### config.mk
export PLATFORM = sky130hd
export DESIGN_NAME = monitor_command_line_decoder
export DESIGN_NICKNAME = d
export VERILOG_FILES = /design/src/design/mcld_pkg.sv /design/src/design/mcld_parser.sv /design/src/design/mcld_decoder.sv /design/src/design/monitor_command_line_decoder.sv
export SDC_FILE = /design/constraint.sdc
export NUM_CORES = 1
export LEC_CHECK = 0
export ABC_AREA = 1
export BUFFER_PORTS_ARGS = -buffer_cell sky130_fd_sc_hd__buf_2
export CELL_PAD_IN_SITES_DETAIL_PLACEMENT = 0
export CELL_PAD_IN_SITES_GLOBAL_PLACEMENT = 1
export CORE_MARGIN = 2
export CORE_UTILIZATION = 45
export DETAILED_ROUTE_END_ITERATION = 10
export GPL_TIMING_DRIVEN = 0
export PLACE_DENSITY = 0.86
export SLEW_MARGIN = 20
export SYNTH_ARGS = -nofsm -noshare
export SYNTH_HDL_FRONTEND = slang
export SYNTH_SLANG_ARGS = --single-unit
### constraint.sdc
create_clock -name clk_i -period 5.3 [get_ports clk_i]
set_input_delay 0.265 -clock clk_i [delete_from_list [all_inputs] [get_ports clk_i]]
set_output_delay 0.265 -clock clk_i [all_outputs]
set_load 0.05 [all_outputs]
### src/design/mcld_pkg.sv
// mcld_pkg: shared constants and types for the monitor command line decoder
// argument limit, parse phase codes, command kinds, character codes, echo field masks and the line summary struct
// no dependencies
package mcld_pkg;

  localparam int MaxArgs = 4;

  localparam logic [2:0] PH_START  = 3'd0;
  localparam logic [2:0] PH_FIRST  = 3'd1;
  localparam logic [2:0] PH_SECOND = 3'd2;
  localparam logic [2:0] PH_ARGS   = 3'd3;
  localparam logic [2:0] PH_SINGLE = 3'd4;
  localparam logic [2:0] PH_LONG   = 3'd5;
  localparam logic [2:0] PH_BADARG = 3'd6;

  localparam logic [2:0] KIND_NOP     = 3'd0;
  localparam logic [2:0] KIND_READ    = 3'd1;
  localparam logic [2:0] KIND_WRITE   = 3'd2;
  localparam logic [2:0] KIND_ECHOOFF = 3'd3;
  localparam logic [2:0] KIND_ECHOON  = 3'd4;
  localparam logic [2:0] KIND_HELP    = 3'd5;
  localparam logic [2:0] KIND_ERROR   = 3'd6;

  localparam logic [7:0] CHAR_NUL   = 8'h00;
  localparam logic [7:0] CHAR_TAB   = 8'h09;
  localparam logic [7:0] CHAR_LF    = 8'h0A;
  localparam logic [7:0] CHAR_CR    = 8'h0D;
  localparam logic [7:0] CHAR_SPACE = 8'h20;
  localparam logic [7:0] CHAR_QUERY = 8'h3F;

  localparam logic [2:0] LINK_MASK = 3'h7;
  localparam logic [7:0] DEST_MASK = 8'hFF;
  localparam logic [3:0] PORT_MASK = 4'hF;

  // line state as seen after the end-of-line beat has been parsed
  typedef struct packed {
    logic [2:0]  phase;
    logic [7:0]  c0;
    logic [7:0]  c1;
    logic        cnt0;
    logic        cnt1;
    logic        cnt2;
    logic        cnt3;
    logic [31:0] arg0;
    logic [31:0] arg1;
    logic [31:0] arg2;
  } line_t;

endpackage

### src/design/mcld_parser.sv
// mcld_parser: per-character line parser with hex argument collection
// holds phase, command characters, argument store and hex accumulator
// depends on mcld_pkg
module mcld_parser #(
  parameter int MaxArgs = mcld_pkg::MaxArgs
) (
  input  logic              clk_i,
  input  logic              rst_ni,
  input  logic              adv_i,
  input  logic [7:0]        char_i,
  output logic              eol_o,
  output mcld_pkg::line_t   line_o
);

  localparam int CW = $clog2(MaxArgs + 1);
  localparam int IW = $clog2(MaxArgs);

  logic [2:0]    phase_q, phase_d, phase_post;
  logic [7:0]    c0_q, c0_d, c1_q, c1_d;
  logic [CW-1:0] count_q, count_d;
  logic [31:0]   accum_q, accum_d;
  logic          seen_q, seen_d;
  logic          store_en;
  logic [31:0]   args_q [MaxArgs];
  logic          eol, blank, is_hex;
  logic [3:0]    nib;

  assign eol = (char_i == mcld_pkg::CHAR_NUL) || (char_i == mcld_pkg::CHAR_LF) ||
               (char_i == mcld_pkg::CHAR_CR);
  assign blank = eol || (char_i == mcld_pkg::CHAR_SPACE) || (char_i == mcld_pkg::CHAR_TAB);

  always_comb begin
    is_hex = 1'b1;
    nib    = 4'd0;
    if (char_i >= "0" && char_i <= "9") begin
      nib = 4'(char_i - "0");
    end else if (char_i >= "A" && char_i <= "F") begin
      nib = 4'(char_i - "A" + 8'd10);
    end else if (char_i >= "a" && char_i <= "f") begin
      nib = 4'(char_i - "a" + 8'd10);
    end else begin
      is_hex = 1'b0;
    end
  end

  always_comb begin
    phase_d  = phase_q;
    c0_d     = c0_q;
    c1_d     = c1_q;
    count_d  = count_q;
    accum_d  = accum_q;
    seen_d   = seen_q;
    store_en = 1'b0;
    unique case (phase_q)
      mcld_pkg::PH_START: begin
        c0_d = 8'd0;
        if (!blank) begin
          c0_d    = char_i;
          phase_d = mcld_pkg::PH_FIRST;
        end
      end
      mcld_pkg::PH_FIRST: begin
        if (!blank) begin
          c1_d    = char_i;
          phase_d = mcld_pkg::PH_SECOND;
        end else begin
          phase_d = mcld_pkg::PH_SINGLE;
        end
      end
      mcld_pkg::PH_SECOND: begin
        if (blank) begin
          count_d = '0;
          accum_d = 32'd0;
          seen_d  = 1'b0;
          phase_d = mcld_pkg::PH_ARGS;
        end else begin
          phase_d = mcld_pkg::PH_LONG;
        end
      end
      mcld_pkg::PH_ARGS: begin
        if (blank) begin
          if (seen_q && (count_q < CW'(MaxArgs))) begin
            store_en = 1'b1;
            count_d  = count_q + CW'(1);
            accum_d  = 32'd0;
            seen_d   = 1'b0;
          end
        end else if (is_hex) begin
          accum_d = {accum_q[27:0], nib};
          seen_d  = 1'b1;
        end else begin
          phase_d = mcld_pkg::PH_BADARG;
        end
      end
      default: begin
      end
    endcase
    phase_post = phase_d;
    if (eol) begin
      phase_d = mcld_pkg::PH_START;
    end
  end

  // arguments read after this beat, including one stored on this beat
  always_comb begin
    line_o.phase = phase_post;
    line_o.c0    = c0_d;
    line_o.c1    = c1_d;
    line_o.cnt0  = (count_d == CW'(0));
    line_o.cnt1  = (count_d == CW'(1));
    line_o.cnt2  = (count_d == CW'(2));
    line_o.cnt3  = (count_d == CW'(3));
    line_o.arg0  = (store_en && count_q == CW'(0)) ? accum_q : args_q[0];
    line_o.arg1  = (store_en && count_q == CW'(1)) ? accum_q : args_q[1];
    line_o.arg2  = (store_en && count_q == CW'(2)) ? accum_q : args_q[2];
  end

  assign eol_o = eol;

  always_ff @(posedge clk_i or negedge rst_ni) begin
    if (!rst_ni) begin
      phase_q <= mcld_pkg::PH_START;
      c0_q    <= 8'd0;
      c1_q    <= 8'd0;
      count_q <= '0;
      accum_q <= 32'd0;
      seen_q  <= 1'b0;
    end else if (adv_i) begin
      phase_q <= phase_d;
      c0_q    <= c0_d;
      c1_q    <= c1_d;
      count_q <= count_d;
      accum_q <= accum_d;
      seen_q  <= seen_d;
    end
  end

  always_ff @(posedge clk_i) begin
    if (adv_i && store_en) begin
      args_q[count_q[IW-1:0]] <= accum_q;
    end
  end

endmodule

### src/design/mcld_decoder.sv
// mcld_decoder: end-of-line command decode and echo settings
// turns the parsed line into a command and updates the echo registers
// depends on mcld_pkg
module mcld_decoder (
  input  logic            clk_i,
  input  logic            rst_ni,
  input  logic            upd_i,
  input  mcld_pkg::line_t line_i,
  output logic [2:0]      kind_o,
  output logic [1:0]      size_o,
  output logic [31:0]     addr_o,
  output logic [31:0]     value_o,
  output logic            echo_on_o,
  output logic [2:0]      link_o,
  output logic [7:0]      dest_o,
  output logic [3:0]      port_o
);

  logic       echo_q, echo_d;
  logic [2:0] link_q, link_d;
  logic [7:0] dest_q, dest_d;
  logic [3:0] port_q, port_d;
  logic       sz_ok, is_r, is_w, is_e;
  logic [1:0] sz;

  always_comb begin
    sz_ok = 1'b1;
    sz    = 2'd0;
    unique case (line_i.c1)
      "1":     sz = 2'd0;
      "2":     sz = 2'd1;
      "4":     sz = 2'd2;
      default: sz_ok = 1'b0;
    endcase
  end

  assign is_r = (line_i.c0 == "r") || (line_i.c0 == "R");
  assign is_w = (line_i.c0 == "w") || (line_i.c0 == "W");
  assign is_e = ((line_i.c0 == "e") || (line_i.c0 == "E")) &&
                ((line_i.c1 == "0") || (line_i.c1 == "1"));

  always_comb begin
    kind_o  = mcld_pkg::KIND_ERROR;
    size_o  = 2'd0;
    addr_o  = 32'd0;
    value_o = 32'd0;
    echo_d  = echo_q;
    link_d  = link_q;
    dest_d  = dest_q;
    port_d  = port_q;
    if (line_i.phase == mcld_pkg::PH_START) begin
      kind_o = mcld_pkg::KIND_NOP;
    end else if (line_i.phase == mcld_pkg::PH_BADARG) begin
      kind_o = mcld_pkg::KIND_ERROR;
    end else if (line_i.phase != mcld_pkg::PH_ARGS) begin
      kind_o = (line_i.c0 == mcld_pkg::CHAR_QUERY) ? mcld_pkg::KIND_HELP
                                                   : mcld_pkg::KIND_ERROR;
    end else if (is_r && sz_ok) begin
      if (line_i.cnt1) begin
        kind_o = mcld_pkg::KIND_READ;
        size_o = sz;
        addr_o = line_i.arg0;
      end
    end else if (is_w && sz_ok) begin
      if (line_i.cnt2) begin
        kind_o  = mcld_pkg::KIND_WRITE;
        size_o  = sz;
        addr_o  = line_i.arg0;
        value_o = line_i.arg1;
      end
    end else if (is_e) begin
      if (line_i.c1 == "0") begin
        kind_o = mcld_pkg::KIND_ECHOOFF;
        echo_d = 1'b0;
      end else if (line_i.cnt0 || line_i.cnt3) begin
        kind_o = mcld_pkg::KIND_ECHOON;
        echo_d = 1'b1;
        if (line_i.cnt3) begin
          link_d = line_i.arg0[2:0] & mcld_pkg::LINK_MASK;
          dest_d = line_i.arg1[7:0] & mcld_pkg::DEST_MASK;
          port_d = line_i.arg2[3:0] & mcld_pkg::PORT_MASK;
        end
      end
    end else if (line_i.c0 == mcld_pkg::CHAR_QUERY) begin
      kind_o = mcld_pkg::KIND_HELP;
    end
  end

  assign echo_on_o = echo_d;
  assign link_o    = link_d;
  assign dest_o    = dest_d;
  assign port_o    = port_d;

  always_ff @(posedge clk_i or negedge rst_ni) begin
    if (!rst_ni) begin
      echo_q <= 1'b0;
      link_q <= 3'd0;
      dest_q <= 8'd0;
      port_q <= 4'd0;
    end else if (upd_i) begin
      echo_q <= echo_d;
      link_q <= link_d;
      dest_q <= dest_d;
      port_q <= port_d;
    end
  end

endmodule

### src/design/monitor_command_line_decoder.sv
// monitor_command_line_decoder: top level of the monitor command line decoder
// input register, parser, decoder and result register
// depends on mcld_pkg, mcld_parser, mcld_decoder
//
//   channel  | signals                        | beat
//   ---------+--------------------------------+------------------------------
//   input    | in_valid_i/in_ready_o, char_in | one character
//   output   | out_valid_o/out_ready_i, cmd   | one command per end of line
//
// one character per clock sustained while no end-of-line character waits; a character
// is held in the input register and, if it ends the line, the command is written into
// the result register as that character leaves the input register
// the parser advances per character, the echo settings and result register per line;
// only an end-of-line character waits while the result register is still full
// reset clears parser state, echo settings and both valid flags
module monitor_command_line_decoder #(
  parameter int MaxArgs = mcld_pkg::MaxArgs
) (
  input  logic        clk_i,
  input  logic        rst_ni,
  input  logic        in_valid_i,
  output logic        in_ready_o,
  input  logic [7:0]  char_in_i,
  output logic        out_valid_o,
  input  logic        out_ready_i,
  output logic [2:0]  command_kind_o,
  output logic [1:0]  access_size_o,
  output logic [31:0] bus_address_o,
  output logic [31:0] write_value_o,
  output logic        echo_on_o,
  output logic [2:0]  echo_link_o,
  output logic [7:0]  echo_dest_o,
  output logic [3:0]  echo_dst_port_o
);

  logic            in_valid_q;
  logic [7:0]      char_q;
  logic            out_valid_q;
  logic            eol, adv, out_free, emit;
  mcld_pkg::line_t line;
  logic [2:0]      kind_d, link_d;
  logic [1:0]      size_d;
  logic [31:0]     addr_d, value_d;
  logic            echo_d;
  logic [7:0]      dest_d;
  logic [3:0]      port_d;
  logic [2:0]      kind_q, link_q;
  logic [1:0]      size_q;
  logic [31:0]     addr_q, value_q;
  logic            echo_q;
  logic [7:0]      dest_q;
  logic [3:0]      port_q;

  assign out_free   = !out_valid_q || out_ready_i;
  assign adv        = in_valid_q && (!eol || out_free);
  assign emit       = adv && eol;
  assign in_ready_o = !in_valid_q || adv;

  mcld_parser #(
    .MaxArgs(MaxArgs)
  ) u_parser (
    .clk_i (clk_i),
    .rst_ni(rst_ni),
    .adv_i (adv),
    .char_i(char_q),
    .eol_o (eol),
    .line_o(line)
  );

  mcld_decoder u_decoder (
    .clk_i    (clk_i),
    .rst_ni   (rst_ni),
    .upd_i    (emit),
    .line_i   (line),
    .kind_o   (kind_d),
    .size_o   (size_d),
    .addr_o   (addr_d),
    .value_o  (value_d),
    .echo_on_o(echo_d),
    .link_o   (link_d),
    .dest_o   (dest_d),
    .port_o   (port_d)
  );

  always_ff @(posedge clk_i or negedge rst_ni) begin
    if (!rst_ni) begin
      in_valid_q  <= 1'b0;
      out_valid_q <= 1'b0;
    end else begin
      if (in_ready_o) begin
        in_valid_q <= in_valid_i;
      end
      if (emit) begin
        out_valid_q <= 1'b1;
      end else if (out_ready_i) begin
        out_valid_q <= 1'b0;
      end
    end
  end

  always_ff @(posedge clk_i) begin
    if (in_ready_o && in_valid_i) begin
      char_q <= char_in_i;
    end
    if (emit) begin
      kind_q  <= kind_d;
      size_q  <= size_d;
      addr_q  <= addr_d;
      value_q <= value_d;
      echo_q  <= echo_d;
      link_q  <= link_d;
      dest_q  <= dest_d;
      port_q  <= port_d;
    end
  end

  assign out_valid_o     = out_valid_q;
  assign command_kind_o  = kind_q;
  assign access_size_o   = size_q;
  assign bus_address_o   = addr_q;
  assign write_value_o   = value_q;
  assign echo_on_o       = echo_q;
  assign echo_link_o     = link_q;
  assign echo_dest_o     = dest_q;
  assign echo_dst_port_o = port_q;

endmodule
* Word level (Yosys, flattened, before mapping)
Memories as Yosys holds them, arrays and structs flattened.
Index checks and enable logic that the tools add are counted.
** Storage, ports and cells
- Bits in registers :: 166
- Latch bits :: 0
- Bits in writable memories :: 128
- ROM bits :: 0
- Input port bits :: 12
- Output and inout port bits :: 87
- Logic and storage cells :: 203
- Memories :: 1
** Memories
- u_parser.args_q :: depth 4, width 32, read ports 3, clocked after memory_dff 0, write ports 1, line mcld_parser.sv:24 : logic [31:0] args_q [MaxArgs];
** Operators by class
- Add/sub/neg operators :: 6
- Multipliers :: 0
- Divide/modulo/power cells :: 0
- Order comparisons :: 7
- Equality and inequality tests :: 28
- Shift operators :: 0
- Mux-type cells :: 96
- Bitwise gates (word level) :: 2
- Reductions and logical operators :: 41
** Operators by type and width (count)
- $mux 32 :: 10
- $mux 8 :: 13
- $mux 3 :: 26
- $pmux 32 s2 :: 1
- $mux 4 :: 13
- $eq 8x6->1 const B :: 6
- $eq 8x7->1 const B :: 6
- $eq 8x4->1 const B :: 3
- $mux 1 :: 23
- $ge 8x7->1 const B :: 2
- $le 8x7->1 const B :: 2
- $eq 3x2->1 const B :: 5
- $logic_and 1x1->1 :: 14
- $logic_not 3->1 :: 4
- $logic_or 1x1->1 :: 12
- $mux 2 :: 6
- $pmux 3 s4 :: 1
- $sub 4x1->4 const B :: 3
- $eq 3x1->1 const B :: 3
- $add 4x4->4 const B :: 2
- $ge 8x6->1 const B :: 1
- $le 8x6->1 const B :: 1
- $logic_not 8->1 :: 1
- $pmux 3 s2 :: 1
- 16 further kinds :: 21

* Longest topological paths before layout
Gate-level depths: netlist (run 1).
- Depth after elaboration :: 18
- Depth in mapped cells :: 19
- Mapped depth without buffers :: 18

* By module
From an unflattened synthesis (run 1), not the netlist that was laid out.
** Unflattened totals
- Cell total of the unflattened synthesis :: 1260
- Area, all modules :: 12300.5 um^2
** Modules (own cells, without submodules)
- mcld_parser :: times used 1, cells an instance 799, area an instance 7200.7 um^2, seq. area each 4259.1 um^2
- monitor_command_line_decoder :: times used 1, cells an instance 108, area an instance 2902.8 um^2, seq. area each 2842.7 um^2
- mcld_decoder :: times used 1, cells an instance 353, area an instance 2197.1 um^2, seq. area each 400.4 um^2

* Worst setup path after synthesis (run 1)
OpenSTA, ideal clock, no wires.
- Kind :: register to register
- From :: register char_q[1]
- To :: memory u_parser.args_q[1][0] (enable)
- Setup time :: 421 ps
- Data arrival time :: 3318 ps
- Data required time :: 4879 ps
- Setup slack :: 1560 ps
- Cell stages (with the launch flop) :: 14
- Path buffers :: 3
- Clock period less this slack :: 3740 ps
- Cells stage by stage :: edfxtp_1 > inv_1 > ha_1 > nand3_2 > nor2_1 > nor2_4 > nand2_2 > buf_4 > nand3_1 > nor2_1 > inv_1 > buf_2 > buf_1 > nor2_1
** On the way
- Longest elaborated chain between the ends :: 10
- Elaborated cells between the ends (all ways) :: 17
- Those cells by class :: 4 x eq/ne; 4 x mux; 9 x reduce/logical
** Ends and longest elaborated chain
- start: declaration :: line monitor_command_line_decoder.sv:37 : logic [7:0] char_q;
- start signal: assignment :: line monitor_command_line_decoder.sv:103 : char_q <= char_in_i;
- $eq 8x4->1 or $logic_not 8->1 (tied branches) :: line mcld_parser.sv:28 : assign eol = (char_i == mcld_pkg::CHAR_NUL) || (char_i == mcld_pkg::CHAR_LF) ||
- $logic_or 1x1->1 (2 in series) :: line mcld_parser.sv:28
- $logic_or 1x1->1 (2 in series) :: line mcld_parser.sv:30 : assign blank = eol || (char_i == mcld_pkg::CHAR_SPACE) || (char_i == mcld_pkg::CHAR_TAB);
- $mux 1 :: line mcld_parser.sv:81 : if (blank) begin
- $mux 1 :: line mcld_parser.sv:54 : unique case (phase_q)
- $logic_and 1x1->1 * :: line mcld_parser.sv:139 : if (adv_i && store_en) begin
- $mux 1 * :: line mcld_parser.sv:139
- $mux 1 (implied by the code) * :: line mcld_parser.sv:140 : args_q[count_q[IW-1:0]] <= accum_q;
- end: declaration :: line mcld_parser.sv:24
Every way passes the cells marked *; elsewhere a longest branch is shown, timed or not.

* Final worst setup path (run 1)
- From :: register char_q[0]
- To :: memory u_parser.args_q[0][10] (enable)
Same word-level chain as after synthesis.

==> impl_metrics.yaml, run 1 <==
synthesis:
  yosys-top-cells-count: "nand2_1 (222), edfxtp_1 (161), nor2_1 (127), inv_1 (87), dfrtp_1 (73)"
  synth_top_cell_by_area: "edfxtp_1"
  ys_seq_elements: 234
  synth_top_area_share: 0.4817
  ys_seq_area_frac: 0.6637
  ys_types: 37
  async_flop_share: 0.3120
  synth-main-ff-cell: "edfxtp_1"
  yosysMostFrequentCell: "nand2_1"
  synth_area_per_cell_um2: 10.40
  syn_inst: 965
  syn_nets: 985
  synth_area_leaders: "edfxtp_1 (48%), dfrtp_1 (18%), nand2_1 (8.3%)"
  synth_edf_count: 161
  ys.warnings.count: 0
  syn_area_mm2: 0.01004
worst_hold_path:
  hp-class: "in -> reg"
cts:
  postCtsSetupBuffers: 0
  clk_latency_ps: 530
  clock-root-buffer: "clkbuf_16"
  cts_tree: "done"
  cts_buffers: 25
  cts.path.max_buffers: 3
  cts_resized: 0
  cts_sinks: 234
  h-tree-depth: 1
  clk_pin_slew_worst_paths_ps: 60
floorplan:
  die_w_um: 153.3
  ioPinCount: 99
  fp.dieH_um: 153.3
  start_util: 0.4585
  core_area_mm2: 0.02189
  fp-row-count: 54
  die-area_mm2: 0.02351
power:
  power_density_mw_per_mm2: 405.1
  ir_drop_mv: 0.2850
  leakagePower_nw: 4.777
detailed_routing:
  drc: 0
  drtAntennaViolNets: 0
  via_count: 7342
  wl_per_cell_um: 16.59
  vias_per_cell: 5.233
  dr.first_iter.drc_count: 480
  firstDrtPassIters: 5
  wl_mm: 23.27
timing:
  fmax_mhz: 274.3
  worst_slew_pin_slew_ps: 853.0
  rsz0062_at_grt: "false"
  period_share: 0.6879
  setup_viol_count_final: 0
  slew_headroom: 0.4313
  hold_viol: 0
  tns_ps: 0
  finClkSkew_ps: 10.75
  worst_slack_ps: 1654
  drv_slew: 0
  min_period_ps: 3646
global_routing:
  antenna_found_initial: 0
  grt_max_degree: 68
  grt_pass1_vias: 7265
  gr-total-overflow: 0
  grt_pass1_wl_mm: 37.60
  track_usage: 0.1979
worst_setup_path:
  cpPeakStageDelay_ps: 700
  cp.required_ps: 5580
  crit_top_cell: "nand3_1"
  path_cells: "inv_1 -> ha_1 -> nand3_1 -> nand3_1 -> nand2_2 -> buf_4 -> inv_1 -> nand3_1 -> nand2_1 -> clkbuf_1 -> clkbuf_1 -> nor2_4 -> buf_16"
  critPathKind: "reg -> reg"
  worst_path_max_delay_cell: "clkbuf_1"
  cp_top_family: "buffers and inverters"
  crit_buf_inv: 6
  startpoint_type: "flop"
  rrSetupSlack_ps: 1650
  end_kind: "flop"
  arrival_ps: 3930
  cp_max_fo: 18
layout:
  fin_nets: 1124
  diodes: 0
  area_growth_pct: 19.53
  layout-drive-gt1-share: 0.1772
  stdcell_count: 1403
  final_cell_area_mm2: 0.01200
place:
  postPlaceCellArea_mm2: 0.01100
  gp_congestion: 0.8747
  hpwl_mm: 15.96
  place_inst: 1347
  pre_cts_ws_ps: 1649
  port_buffers: 98
job:
  maxCapViolCount: 0
outcome:
  status: "complete, no violations"
## through the flow
stage,total power [W],hold slack [ps],util
2_1_floorplan,0.002796,-30.59,-
5_1_grt,0.005089,44.27,0.5481
3_5_place_dp,0.003013,259.1,0.5025
6_report,0.004861,47.77,0.5481
3_3_place_gp,0.002993,441.9,0.4969
4_1_cts,0.004879,39.42,0.5481
## cell type report
class                   instances  area (um^2)
clock buffers                  34        709.4
clock inverters                12        187.7
well taps                     280        350.3
repair buffers                112        695.7
fillers                      1936         9893
multi-input cells             596         2809
plain buffers                  40        227.7
inverters                      95        356.6
flip-flops and latches        234         6661
## tightest hold or removal path: stages
cell and delay [ps]:
buf_2 70, nand2_1 110, nand2_1 80
## metal layers
metal | up-vias | track usage | part of all wire
met4 | 0 | 0.04980 | 0.021
met5 | - | 0 | 0
met3 | 37 | 0.03119 | 0.061
met2 | 235 | 0.3382 | 0.50
met1 | 3536 | 0.2668 | 0.42
li1 | 3534 | - | -
## layout by cell type, fill, tap and decap left out, types with 17 or more instances in the layout
master     synthesis  layout
nand2_1          222     222
edfxtp_1         161     161
nor2_1           127     125
buf_2             18     114
inv_1             87      87
dfrtp_1           73      73
o21ai_0           68      68
nand3_1           50      50
a21oi_1           33      33
o22ai_1           30      30
clkbuf_16          0      25
nand4_1           17      17
## cell families (layout without fill, tap and decap cells)
| kind of cell | count (synthesis) | count (layout) | synth area share |
|---|---|---|---|
| AO/OA/AOI/OAI | 144 | 144 | 0.07866 |
| buffers and inverters | 135 | 293 | 0.05796 |
| adder cells (fa/ha/maj) | 8 | 8 | 0.009973 |
| AND/OR/NAND/NOR | 441 | 441 | 0.1871 |
| flip-flops | 234 | 234 | 0.6637 |
| XOR/XNOR | 3 | 3 | 0.002618 |
## timing repair
item	CTS	global route
setup endpoints to repair	0	0
hold endpoints to repair	42	0
hold buffers	10	0
## final timing paths
check                                                       from                          endpoint  depth (start not counted)
worst max-delay path                         char_q[0]$_DFFE_PP_  u_parser.args_q[0][10]$_DFFE_PP_                         13
worst min-delay path                                  in_valid_i            in_valid_q$_DFFE_PN0N_                          3
worst max register to register               char_q[0]$_DFFE_PP_  u_parser.args_q[0][10]$_DFFE_PP_                         13
worst min register to register  u_parser.accum_q[12]$_DFFE_PN0P_  u_parser.args_q[1][12]$_DFFE_PP_                          0
max in group asynchronous                                 rst_ni  u_parser.accum_q[21]$_DFFE_PN0P_                          3
min in group asynchronous                                 rst_ni      u_parser.c0_q[3]$_DFFE_PN0P_                          2
## sequential cells by signal, indices dropped and copies added, names as in the netlist, 4 cells and up
name	cells
write_value_o	32
u_decoder.port_q	4
char_q	8
u_parser.c0_q	8
echo_dst_port_o	4
bus_address_o	32
echo_dest_o	8
u_parser.c1_q	8
u_decoder.dest_q	8
u_parser.accum_q	32
u_parser.args_q	68
## power by group
part / internal, W / switching (W)
Clock: 0.00114 / 0.000729
Sequential: 0.00208 / 0.0000881
Combinational: 0.000245 / 0.000576
Total: 0.00347 / 0.00139
No activity file was read; power rests on OpenSTA's default activity.
==> run 2: changes to the inputs <==
- CORE_UTILIZATION: 45 -> 42
- PLACE_DENSITY: 0.86 -> 0.85
- clock period: 5.3 -> 3.1 ns (I/O delays scaled with it)
==> run 2 against run 1 <==
Clock skew rose by 6.9 ps. Via count shrank 1.2%. Clock power up 59%. Global-route usage decreased by 1.8 points. Critical path type unchanged. Critical endpoint is now write_value_o[30]$_SDFFCE_PP0P_. Cell area grew 1.5%. Sequential cell count unchanged. First-iteration DRC count decreased by 3.3%. Total power up 68%. Cell count is 3.7% higher. Clock-buffer cell count shrank 5. Die area grew 7.0%. Critical path depth increased by 2.
==> impl_metrics.yaml, run 2 (synthesis gave the netlist of run 1 again) <==
outcome:
  status: "complete, no violations"
timing:
  tns_ps: 0
  slew_headroom: 0.6239
  worst_slack_ps: 170.4
  rsz0062_at_grt: "true"
  period_share: 0.9450
  setup_viol_count_final: 0
  finClkSkew_ps: 17.60
  fmax_mhz: 341.3
  hold_ws_ps: 80.76
  drv_slew: 0
  worst_slew_pin_slew_ps: 564.2
  hold_viol: 0
  min_period_ps: 2930
place:
  pre_cts_ws_ps: -649.8
  gp_congestion: 0.8626
  hpwl_mm: 15.53
  port_buffers: 98
cts:
  cts_tree: "done"
  clk_pin_slew_worst_paths_ps: 60
  h-tree-depth: 1
  cts.path.max_buffers: 3
  clk_latency_ps: 530
  cts_buffers: 25
  cts_sinks: 234
  clock-root-buffer: "clkbuf_16"
global_routing:
  track_usage: 0.1803
  antenna_found_initial: 0
  grt_pass1_wl_mm: 35.31
  grt_pass1_vias: 6833
  gr-total-overflow: 0
  grt_max_degree: 48
floorplan:
  core_area_mm2: 0.02347
  die_w_um: 158.6
  fp.dieH_um: 158.6
  start_util: 0.4276
  fp-row-count: 56
  ioPinCount: 99
  die-area_mm2: 0.02515
worst_setup_path:
  critPathKind: "reg -> reg"
  path_cells: "inv_1 -> ha_2 -> nand3_2 -> nor2_1 -> nor2_4 -> nand2_2 -> buf_4 -> nand2_1 -> nand3_1 -> nand3_1 -> a211oi_2 -> nand3_1 -> nand3b_4 -> buf_4 -> nor2_1"
  cp_top_family: "simple AND/OR/NAND/NOR gates"
  crit_buf_inv: 3
  cp.required_ps: 3450
  end_kind: "flop"
  startpoint_type: "flop"
  cp_max_fo: 10
  worst_path_max_delay_cell: "edfxtp_1"
  cpPeakStageDelay_ps: 430
  crit_top_cell: "nand3_1"
  arrival_ps: 3280
power:
  p_sw_w: 0.002402
  swShare: 0.2946
  ir_drop_mv: 0.5191
  internal-power_w: 0.005752
  combPwrFrac: 0.180
  leakagePower_nw: 4.860
  p_seq_frac: 0.455
  power_density_mw_per_mm2: 669.5
  p_total_w: 0.008154
  p_clk_frac: 0.365
layout:
  diodes: 0
  area_growth_pct: 21.35
  layout_commonest_cell: "nand2_1"
  layout-drive-gt1-share: 0.2025
  fin_nets: 1137
  most-common-layout-cells: "nand2_1 (219), edfxtp_1 (161), nor2_1 (123)"
  largest_reg_flops: 68
detailed_routing:
  drtAntennaViolNets: 0
  top_layer: "met4"
  wl_mm: 22.79
  met3WireLength_mm: 1.239
  drc: 0
  firstDrtPassIters: 5
  via_count: 7254
  wl_per_cell_um: 15.66
  vias_per_cell: 4.986
  met1_length_mm: 10.06
  met2WireLength_mm: 11.03
  dr.first_iter.drc_count: 464
job:
  maxCapViolCount: 0
worst_hold_path:
  hp-class: "in -> async"
[run 2: area by class of cell]
class                   count  area [um^2]
multi-input cells         597         2892
repair buffers            125        793.3
flip-flops and latches    234         6661
inverters                  95        360.3
well taps                 319        399.1
clock inverters            17        185.2
clock buffers              29        640.6
plain buffers              39        249.0
fillers                  2025        11290
[run 2: final timing paths]
kind,start,endpoint,slack [ps],cells after the start
setup / recovery,char_q[1]$_DFFE_PP_,write_value_o[30]$_SDFFCE_PP0P_,170,15
hold / removal,rst_ni,u_parser.c0_q[1]$_DFFE_PN0P_,80,2
setup reg to reg,char_q[1]$_DFFE_PP_,write_value_o[30]$_SDFFCE_PP0P_,170,15
hold reg to reg,u_parser.accum_q[24]$_DFFE_PN0P_,u_parser.args_q[1][24]$_DFFE_PP_,470,0
max in group asynchronous,rst_ni,u_parser.accum_q[11]$_DFFE_PN0P_,2400,3
min in group clk_i,char_in_i[6],char_q[6]$_DFFE_PP_,320,2
[run 2: power groups by stage]
stage	clock [W]	combinational (W)	sequential [W]
5_1_grt	0.00317	0.00166	0.00373
3_5_place_dp	0	0.00138	0.00377
4_1_cts	0.00303	0.00142	0.00370
2_1_floorplan	0	0.00103	0.00375
3_3_place_gp	0	0.00136	0.00376
6_report	0.00297	0.00147	0.00371
[run 2: through the flow]
stage / area (um^2) / instances / util
2_1_floorplan: 10050 / 965 / -
6_report: 12180 / 1455 / 0.5189
3_3_place_gp: 10940 / 1382 / 0.4660
4_1_cts: 12090 / 1452 / 0.5149
3_5_place_dp: 10990 / 1384 / 0.4684
5_1_grt: 12180 / 1455 / 0.5189
[run 2: worst reg2reg max path, delay by kind of cell (launching register included)]
family                   cells  cell delay (ps)
AO/OA/AOI/OAI                1              290
adder cells (fa/ha/maj)      1              210
buffers and inverters        3              530
flip-flops                   1              430
AND/OR/NAND/NOR             10             1300
[run 2: per-layer routing]
metal,track usage,vias up
li1,-,3563
met1,0.2510,3466
met2,0.2929,192
met3,0.02667,33
met4,0.05749,0
met5,0,-
[run 2: timing repair]
action | CTS | global route
gates cloned | 2 | 0
endpoints found under the hold margin | 83 | 0
hold buffers | 11 | 0
setup endpoints to repair | 228 | 188
setup buffers | 9 | 4
pin swaps | 4 | 1
gates resized for setup | 11 | 27
==> run 3: changes to the inputs <==
- CORE_UTILIZATION: 42 -> 43
- PLACE_DENSITY: 0.85 -> 0.86
- SYNTH_HIERARCHICAL: unset -> 1
==> run 3 against run 2 <==
Combinational power rose by 14%. Critical path type unchanged. Critical path depth rose by 5. Sequential power fell by 4%. Routed wire length rose by 9.8%. First-iteration DRC count rose by 24%. Clock-buffer cell count rose by 7. Clock skew rose by 1.5 ps. Cell count rose by 14%.
==> impl_metrics.yaml, run 3 <==
outcome:
  status: "complete, no violations"
cts:
  cts.path.max_buffers: 3
  cts_buffers: 26
  clk_pin_slew_worst_paths_ps: 60
  clock-root-buffer: "clkbuf_16"
  cts_tree: "done"
  cts_sinks: 234
  h-tree-depth: 1
  clk_latency_ps: 530
timing:
  drv_slew: 0
  setup_viol_count_final: 0
  slew_headroom: 0.6300
  period_share: 0.9626
  hold_viol: 0
  worst_slew_pin_slew_ps: 552.9
  fmax_mhz: 335.1
  hold_ws_ps: 75.54
  tns_ps: 0
  finClkSkew_ps: 19.10
  min_period_ps: 2984
  worst_slack_ps: 115.8
power:
  power_density_mw_per_mm2: 605.4
  ir_drop_mv: 0.3804
  leakagePower_nw: 5.834
floorplan:
  fp.dieH_um: 164.8
  fp-row-count: 58
  die-area_mm2: 0.02716
  start_util: 0.4402
  die_w_um: 164.8
  core_area_mm2: 0.02525
  ioPinCount: 99
job:
  maxCapViolCount: 0
place:
  port_buffers: 98
  hpwl_mm: 16.90
  gp_congestion: 0.8350
  pre_cts_ws_ps: -360.3
global_routing:
  use_met2: 0.3062
  gr-total-overflow: 0
  antenna_found_initial: 0
  grt_max_degree: 54
  grt_pass1_wl_mm: 38.89
  use_met3: 0.02562
  met1_usage: 0.2451
  grt-busiest-layer: "met2"
  grt_pass1_vias: 7638
  track_usage: 0.1818
worst_setup_path:
  r2r_cells: 20
  cp_max_fo: 6
  cpPeakStageDelay_ps: 500
  arrival_ps: 3360
  cp.required_ps: 3470
  rrSetupSlack_ps: 120
  r2r-end: "bus_address_o[0]$_DFFE_PP_"
  path_cells: "inv_2 -> ha_2 -> nand3_2 -> nand3_2 -> nand2_2 -> nand2_4 -> clkinv_8 -> buf_12 -> nand2_4 -> o21ai_2 -> inv_1 -> nand2_1 -> nor2_1 -> nand2_2 -> nand3_4 -> nand3_4 -> nand2_8 -> buf_8 -> inv_6 -> nor3_4"
  r2r_start: "char_q[0]$_DFFE_PP_"
  crit_buf_inv: 6
  end_kind: "flop"
  startpoint_type: "flop"
  cp_top_family: "simple AND/OR/NAND/NOR gates"
  critPathKind: "reg -> reg"
  worst_path_max_delay_cell: "edfxtp_1"
detailed_routing:
  vias_per_cell: 4.875
  wl_mm: 25.02
  via_count: 8102
  dr.first_iter.drc_count: 574
  firstDrtPassIters: 5
  drtAntennaViolNets: 0
  wl_per_cell_um: 15.05
  drc: 0
layout:
  fin_nets: 1333
  largest_reg_flops: 68
  layout_commonest_cell: "nand2_1"
  final_util: 0.5417
  diodes: 0
  layout-drive-gt1-share: 0.2470
  most-common-layout-cells: "nand2_1 (458), edfxtp_1 (161), buf_2 (102)"
  area_growth_pct: 23.05
synthesis:
  syn_nets: 1165
  syn_inst: 1145
  syn_area_mm2: 0.01112
  ys.warnings.count: 6
  synth_area_per_cell_um2: 9.710
worst_hold_path:
  hp-class: "in -> async"
run 3: cell count changes in the layout (fill, tap and decap cells not counted), moves of 19 or more:
cell     change
o21ai_0     -43
o21ai_2     +19
nor2_1      -61
o22ai_1     -30
nand2_1    +239
nor3b_2     +20
a21oi_1     -28
run 3: timing repair:
| action | in CTS | in global routing |
|---|---|---|
| setup endpoints to repair | 154 | 163 |
| pin swaps | 3 | 21 |
| hold endpoints to repair | 83 | 0 |
| buffers inserted | 11 | 13 |
| hold buffers | 12 | 0 |
| resized for setup | 17 | 67 |
| gates cloned | 0 | 1 |
run 3: worst max path at each step:
stage,start,endpoint,cells past startpoint
after floorplan,char_q[0]$_DFFE_PP_,u_decoder/dest_q[1]$_DFFE_PN0P_,13
after global placement,char_q[0]$_DFFE_PP_,u_parser/args_q[0][11]$_DFFE_PP_,13
after detailed placement,char_q[0]$_DFFE_PP_,write_value_o[27]$_DFFE_PP_,19
after CTS,char_q[0]$_DFFE_PP_,bus_address_o[1]$_DFFE_PP_,20
after global routing,char_q[1]$_DFFE_PP_,write_value_o[31]$_DFFE_PP_,17
final,char_q[0]$_DFFE_PP_,bus_address_o[0]$_DFFE_PP_,20
run 3: through the flow:
stage / power [W] / cell area [um^2] / cells
after floorplan: 0.004689 / 11140 / 1145
after global placement: 0.005005 / 12050 / 1573
after detailed placement: 0.005043 / 12180 / 1578
after CTS: 0.008183 / 13320 / 1648
after global routing: 0.008678 / 13680 / 1662
final: 0.008283 / 13680 / 1662
run 3: layout make-up:
class	count	area [um^2]
fill	2205	11570
buffer	56	483.0
multi-input combinational	766	3923
clock buffer	36	718.2
clock inverter	11	141.4
tap	330	412.9
timing repair buffer	140	985.9
sequential	234	6661
inverter	89	355.3
run 3: worst register-to-register path, cell delays in order, from the launching register on:
cell and delay (ps):
edfxtp_1 500, inv_2 140, ha_2 180, nand3_2 70, nand3_2 80, nand2_2 80, nand2_4 110, clkinv_8 100
buf_12 150, nand2_4 70, o21ai_2 80, inv_1 100, nand2_1 50, nor2_1 120, nand2_2 90, nand3_4 140
nand3_4 200, nand2_8 190, buf_8 150, inv_6 60, nor3_4 170
run 3: per-layer routing:
| layer | share of wire | wire (um) |
|---|---|---|
| met5 | 0 | 0 |
| met4 | 0.027 | 665 |
| met3 | 0.049 | 1237 |
| met2 | 0.48 | 12050 |
| met1 | 0.44 | 11060 |
run 3: where the power goes:
group | internal (W) | leakage [nW] | switching (W)
Clock | 0.00186 | 0.418 | 0.00119
Combinational | 0.000530 | 2.86 | 0.00114
Sequential | 0.00347 | 2.55 | 0.0000950
Total | 0.00586 | 5.83 | 0.00242
